[src/rtl/ifr_pkg.sv]
// ----------------------------------------------------------------------------
// ifr_pkg
// Shared types and constants of the interface frame rotation core.
// ----------------------------------------------------------------------------
package ifr_pkg;

   // square root steps, one result bit per stage
   localparam int unsigned SQRT_LAT  = 32;
   // divider: operand stage, one quotient bit per stage, sign and saturation stage
   localparam int unsigned DIV_STEPS = 32;
   localparam int unsigned DIV_LAT   = DIV_STEPS + 2;

   // 1e-8 in Q2.60, rounded up
   localparam logic [63:0] TINY_H2 = 64'd11529215047;
   localparam logic signed [31:0] Q30_ONE = 32'sh4000_0000;

   typedef struct packed {
      logic signed [31:0] normal_x;
      logic signed [31:0] normal_y;
      logic signed [31:0] normal_z;
      logic signed [31:0] vec_x;
      logic signed [31:0] vec_y;
      logic signed [31:0] vec_z;
   } ifr_req_type;

   typedef struct packed {
      logic signed [31:0] strike_x;
      logic signed [31:0] strike_y;
      logic signed [31:0] strike_z;
      logic signed [31:0] dip_x;
      logic signed [31:0] dip_y;
      logic signed [31:0] dip_z;
      logic signed [31:0] axis_n_x;
      logic signed [31:0] axis_n_y;
      logic signed [31:0] axis_n_z;
      logic signed [31:0] local_first;
      logic signed [31:0] local_second;
      logic signed [31:0] local_third;
   } ifr_rsp_type;

   // classified transaction handed from front to back
   typedef struct packed {
      ifr_req_type req;
      logic [63:0] h2;
      logic [63:0] n2;
      logic        tiny;
      logic        sx_neg;
      logic [31:0] sx_mag;
      logic        sy_neg;
      logic [31:0] sy_mag;
   } ifr_item_type;

   // side data riding along the square root stages
   typedef struct packed {
      ifr_req_type req;
      logic        tiny;
      logic        sx_neg;
      logic [31:0] sx_mag;
      logic        sy_neg;
      logic [31:0] sy_mag;
   } ifr_l1_type;

   // side data riding along the strike dividers
   typedef struct packed {
      ifr_req_type req;
      logic        tiny;
      logic [31:0] h;
      logic [31:0] m;
   } ifr_l2_type;

   // side data after the strike axis is known
   typedef struct packed {
      ifr_req_type        req;
      logic               tiny;
      logic [31:0]        h;
      logic [31:0]        m;
      logic signed [31:0] sx;
      logic signed [31:0] sy;
   } ifr_l3_type;

   // side data riding along the dip dividers
   typedef struct packed {
      ifr_req_type        req;
      logic               tiny;
      logic signed [31:0] sx;
      logic signed [31:0] sy;
   } ifr_l4_type;

endpackage

[src/rtl/ifr_queue.sv]
// ----------------------------------------------------------------------------
// ifr_queue
// Short register queue between the front and the back.
// ----------------------------------------------------------------------------
module ifr_queue #(
   parameter int unsigned DEPTH = 8
) (
   input  logic                  clock,
   input  logic                  reset,
   input  logic                  push,
   input  ifr_pkg::ifr_item_type push_item,
   input  logic                  pop,
   output logic                  empty,
   output ifr_pkg::ifr_item_type pop_item
);
   import ifr_pkg::*;

   localparam int unsigned AW = $clog2(DEPTH);
   localparam int unsigned CW = $clog2(DEPTH + 1);

   ifr_item_type  mem_ff [DEPTH];
   logic [AW-1:0] wr_ptr_ff;
   logic [AW-1:0] rd_ptr_ff;
   logic [CW-1:0] count_ff;
   logic          do_pop;

   assign do_pop = pop && !empty;

   // pointers and fill level
   always_ff @(posedge clock) begin
      if (reset) begin
         wr_ptr_ff <= '0;
         rd_ptr_ff <= '0;
         count_ff  <= '0;
      end else begin
         if (push) begin
            wr_ptr_ff <= (wr_ptr_ff == AW'(DEPTH - 1)) ? '0 : wr_ptr_ff + AW'(1);
         end
         if (do_pop) begin
            rd_ptr_ff <= (rd_ptr_ff == AW'(DEPTH - 1)) ? '0 : rd_ptr_ff + AW'(1);
         end
         count_ff <= count_ff + CW'(push) - CW'(do_pop);
      end
   end

   // storage
   always_ff @(posedge clock) begin
      if (push) begin
         mem_ff[wr_ptr_ff] <= push_item;
      end
   end

   assign empty    = (count_ff == '0);
   assign pop_item = mem_ff[rd_ptr_ff];

   // the front's credit must keep the queue from overrunning
   a_no_overrun: assert property (@(posedge clock) disable iff (reset)
      !(push && !do_pop && (count_ff == CW'(DEPTH))))
      else $error("queue written while full");

   a_no_underrun: assert property (@(posedge clock) disable iff (reset)
      !(pop && empty))
      else $error("queue read while empty");

endmodule

[config.mk]
export PLATFORM = sky130hd
export DESIGN_NAME = ifr_queue
export DESIGN_NICKNAME = d
export VERILOG_FILES = /design/src/rtl/ifr_pkg.sv /design/src/rtl/ifr_queue.sv
export SDC_FILE = /design/constraint.sdc
export NUM_CORES = 2
export LEC_CHECK = 0
export BUFFER_PORTS_ARGS = -buffer_cell sky130_fd_sc_hd__buf_4
export CORE_ASPECT_RATIO = 1.2
export CORE_MARGIN = 2
export CORE_UTILIZATION = 42
export DETAILED_ROUTE_END_ITERATION = 6
export SYNTH_ARGS = -nofsm -noshare
export SYNTH_HDL_FRONTEND = slang
export SYNTH_SLANG_ARGS = --single-unit
[constraint.sdc]
create_clock -name clock -period 74 [get_ports clock]
set_input_delay 7.4 -clock clock [delete_from_list [all_inputs] [get_ports clock]]
set_output_delay 7.4 -clock clock [all_outputs]
set_load 0.05 [all_outputs]
==> run_results.csv <==
group,metric,value,unit
placed_design,place.detailed.instances,8959,
synthesis,syn-num-nets,4947,
drt,drcViolationCount,0,
placed_design,place_hpwl,146,mm
synthesis,synth_seq_area_share,78.9,%
placed_design,port_buffers,778,
synthesis,synth_top_area_cell,"edfxtp_1",
grt,grt_start_max_net_pins,161,
power,power_density,30.9,nW/um2
layout,utilization,49.3,%
synthesis,syn_std_cell_area,118000,um2
synthesis,synthesis.instances,4546,
sta,worst_pin_slew,1.45,ns
cts,cts-htree-levels,5,
power,overall_power,0.00427,W
cts,post_cts.resized_instances,0,
sta,slew-limit-headroom,3.26,%
synthesis,largest_cells_by_area_after_synthesis,"edfxtp_1, mux4_2, mux4_1, mux2_2, buf_6",
status,status,"finished clean",
drt,route.detailed.wl_per_inst,27.4,um
worst_setup_path,critical_path.startpoint_type,"register",
sta,grt_setup_unrepaired,"no",
cts,post_cts_setup_repair_bufs,0,
sta,timing.setup.tns,0,ns
synthesis,asyncSetResetFlopFracSynth,0,%
cts,clk_root_buf,"clkbuf_16",
grt,antenna_found_initial,81,
drt,routed_via_density,5.39,
layout,fin_nets,5916,
cts,cts.sinks,3109,
synthesis,synth.yosys.warnings,0,
drt,drt_first_iter_violations,3792,
layout,drive_gt1_share,37.6,%
floorplan,floorplan.die.height,585,um
sta,final.setup_skew,0.0453,ns
sta,finalCriticalPeriod,13.53,ns
cts,cts_hold_buf,0,
sta,timing.final.crit_share,18.3,%
layout,layoutNonFillerInstCount,9551,
sta,finalHoldViolations,0,
synthesis,synth.ff_latch_count,3109,
layout,area_growth_syn_to_layout,16.8,%
cts,tritoncts_clock_tree,"built",
min_path,hp-class,"reg2reg",
cts,insertion_delay,0.85,ns
grt,grt_overflow_total,0,
grt,grt_pass1_vias,53500,
floorplan,rows,213,
drt,wirelength,261,mm
floorplan,initial_utilization,42.2,%
drt,postRouteAntennaNets,0,
worst_setup_path,worst-endpoint-required,66.60,ns
floorplan,core-area,280000,um2
sta,timing.final.setup_violations,0,
job,cap_viol_max_count,0,
cts,cts_inserted_buffers,316,
drt,route.vias.total,51400,
drt,drtPass1Iterations,4,
sta,slew_violations,0,
grt,aggregate_global_route_resource_usage,17.9,%
floorplan,die_w,488,um
synthesis,synth_common_cells,"edfxtp_1, mux4_2, mux2_2, mux4_1, buf_6",
grt,grt_first_pass_wirelength,376,mm
floorplan,design.portCount,779,
synthesis,synth.distinct_cells,28,
worst_setup_path,setup.worst_path.class,"reg2out",
cts,clk_transition_reported_paths,0.06,ns
floorplan,floorplan.die_area,285000,um2
synthesis,synth_top_flop_cell,"edfxtp_1",
placed_design,place.gp.congestion,0.738,
synthesis,synth_area_per_inst,26.0,um2
synthesis,synth-edff-count,3096,
cts,worst_case_clock_buffer_depth,4,
worst_setup_path,crit_path_end_kind,"primary output",
synthesis,post-synth-top-area-fraction,78.7,%
worst_setup_path,critical_path_arrival,6.13,ns
worst_setup_path,worst-path-max-fanout,50,
power,ir_drop,0.0256,mV
synthesis,yosys.cell_count.top_type,"edfxtp_1",
power,power_leakage,43.9,nW
sta,maxClockFrequency,0.0739,GHz
## metal layers
| metal | global-route usage [%] | up-vias | part of all wire (%) |
|---|---|---|---|
| met5 | 0 | - | 0.25 |
| met3 | 7.27 | 443 | 9.7 |
| met4 | 4.85 | 102 | 2.5 |
| met2 | 28.3 | 1340 | 47 |
| li1 | - | 22000 | - |
| met1 | 23.0 | 27600 | 40 |
## through the flow
step / setup slack (ns) / area (um2) / hold slack, ns
after detailed placement: 61.10 / 128000 / 0.494
final: 60.47 / 138000 / 0.522
after CTS: 60.16 / 138000 / 0.522
after global placement: 61.08 / 128000 / 0.472
after global routing: 59.96 / 138000 / 0.533
after floorplan: 38.88 / 118000 / 0.468
## critical path: stages (launching register included)
cell,delay [ns]
dfxtp_4,0.83
buf_4,0.69
buf_4,0.70
buf_4,0.79
buf_4,0.86
mux4_1,0.66
mux2_2,0.31
buf_4,0.20
## cell families after synthesis
group	after synthesis	share of synthesized area (%)
adders and majority gates	10	0.112
xor gates and xnor gates	1	0.00742
and+or+nand+nor	29	0.130
muxes	1162	19.5
buffers and inverters	224	1.30
DFF	3109	78.9
AOI/OAI and AO/OA	11	0.0498
## cells in the final DEF, fill, tap and decap left out, drive strengths merged
cell type	n
a21oi	6
a31o	1
buf	867
bufinv	21
clkbuf	379
clkinv	136
clkinvlp	10
dfxtp	13
diode	31
edfxtp	3096
fa	1
ha	9
inv	23
mux2	387
mux2i	1
mux4	774
nand2	2
nand2b	6
nand3	2
nand3b	1
nand4b	1
nor2	10
nor2b	3
nor3	2
o21ai	4
or3b	1
or4	1
xnor2	1
## report_power, final
group	leakage [nW]	total [W]	switching (W)	internal, W
Sequential	28.2	0.00199	0.0000130	0.00197
Combinational	10.8	0.000751	0.000478	0.000272
Clock	4.83	0.00153	0.000654	0.000876
Total	43.9	0.00427	0.00115	0.00312
## registers in the layout (all words and copies together), names as in the netlist, named ones only
name       flops
rd_ptr_ff      3
wr_ptr_ff      3
count_ff       4
mem_ff      3096
## path summary, 6_finish.rpt
| path | endpoint | from | cells after the start | slack, ns |
|---|---|---|---|---|
| worst max-delay path | pop_item[138] | register | 7 | 60.47 |
| worst min-delay path | register | rd_ptr_ff[1] | 2 | 0.52 |
| worst max register to register | mem_ff[7][318] | wr_ptr_ff[2] | 7 | 68.43 |
| worst min register to register | register | rd_ptr_ff[1] | 2 | 0.52 |
## final cells by class
cell class / count / area [um2]
antenna: 31 / 77.6
sequential: 3109 / 93200
timing repair buffer: 867 / 6680
fill: 22200 / 142000
clock inverter: 182 / 1570
tap: 3762 / 4710
multi-input combinational: 1213 / 23400
clock buffer: 379 / 8290
inverter: 8 / 30.0
Note: power is estimated with default switching activity, not from simulation.
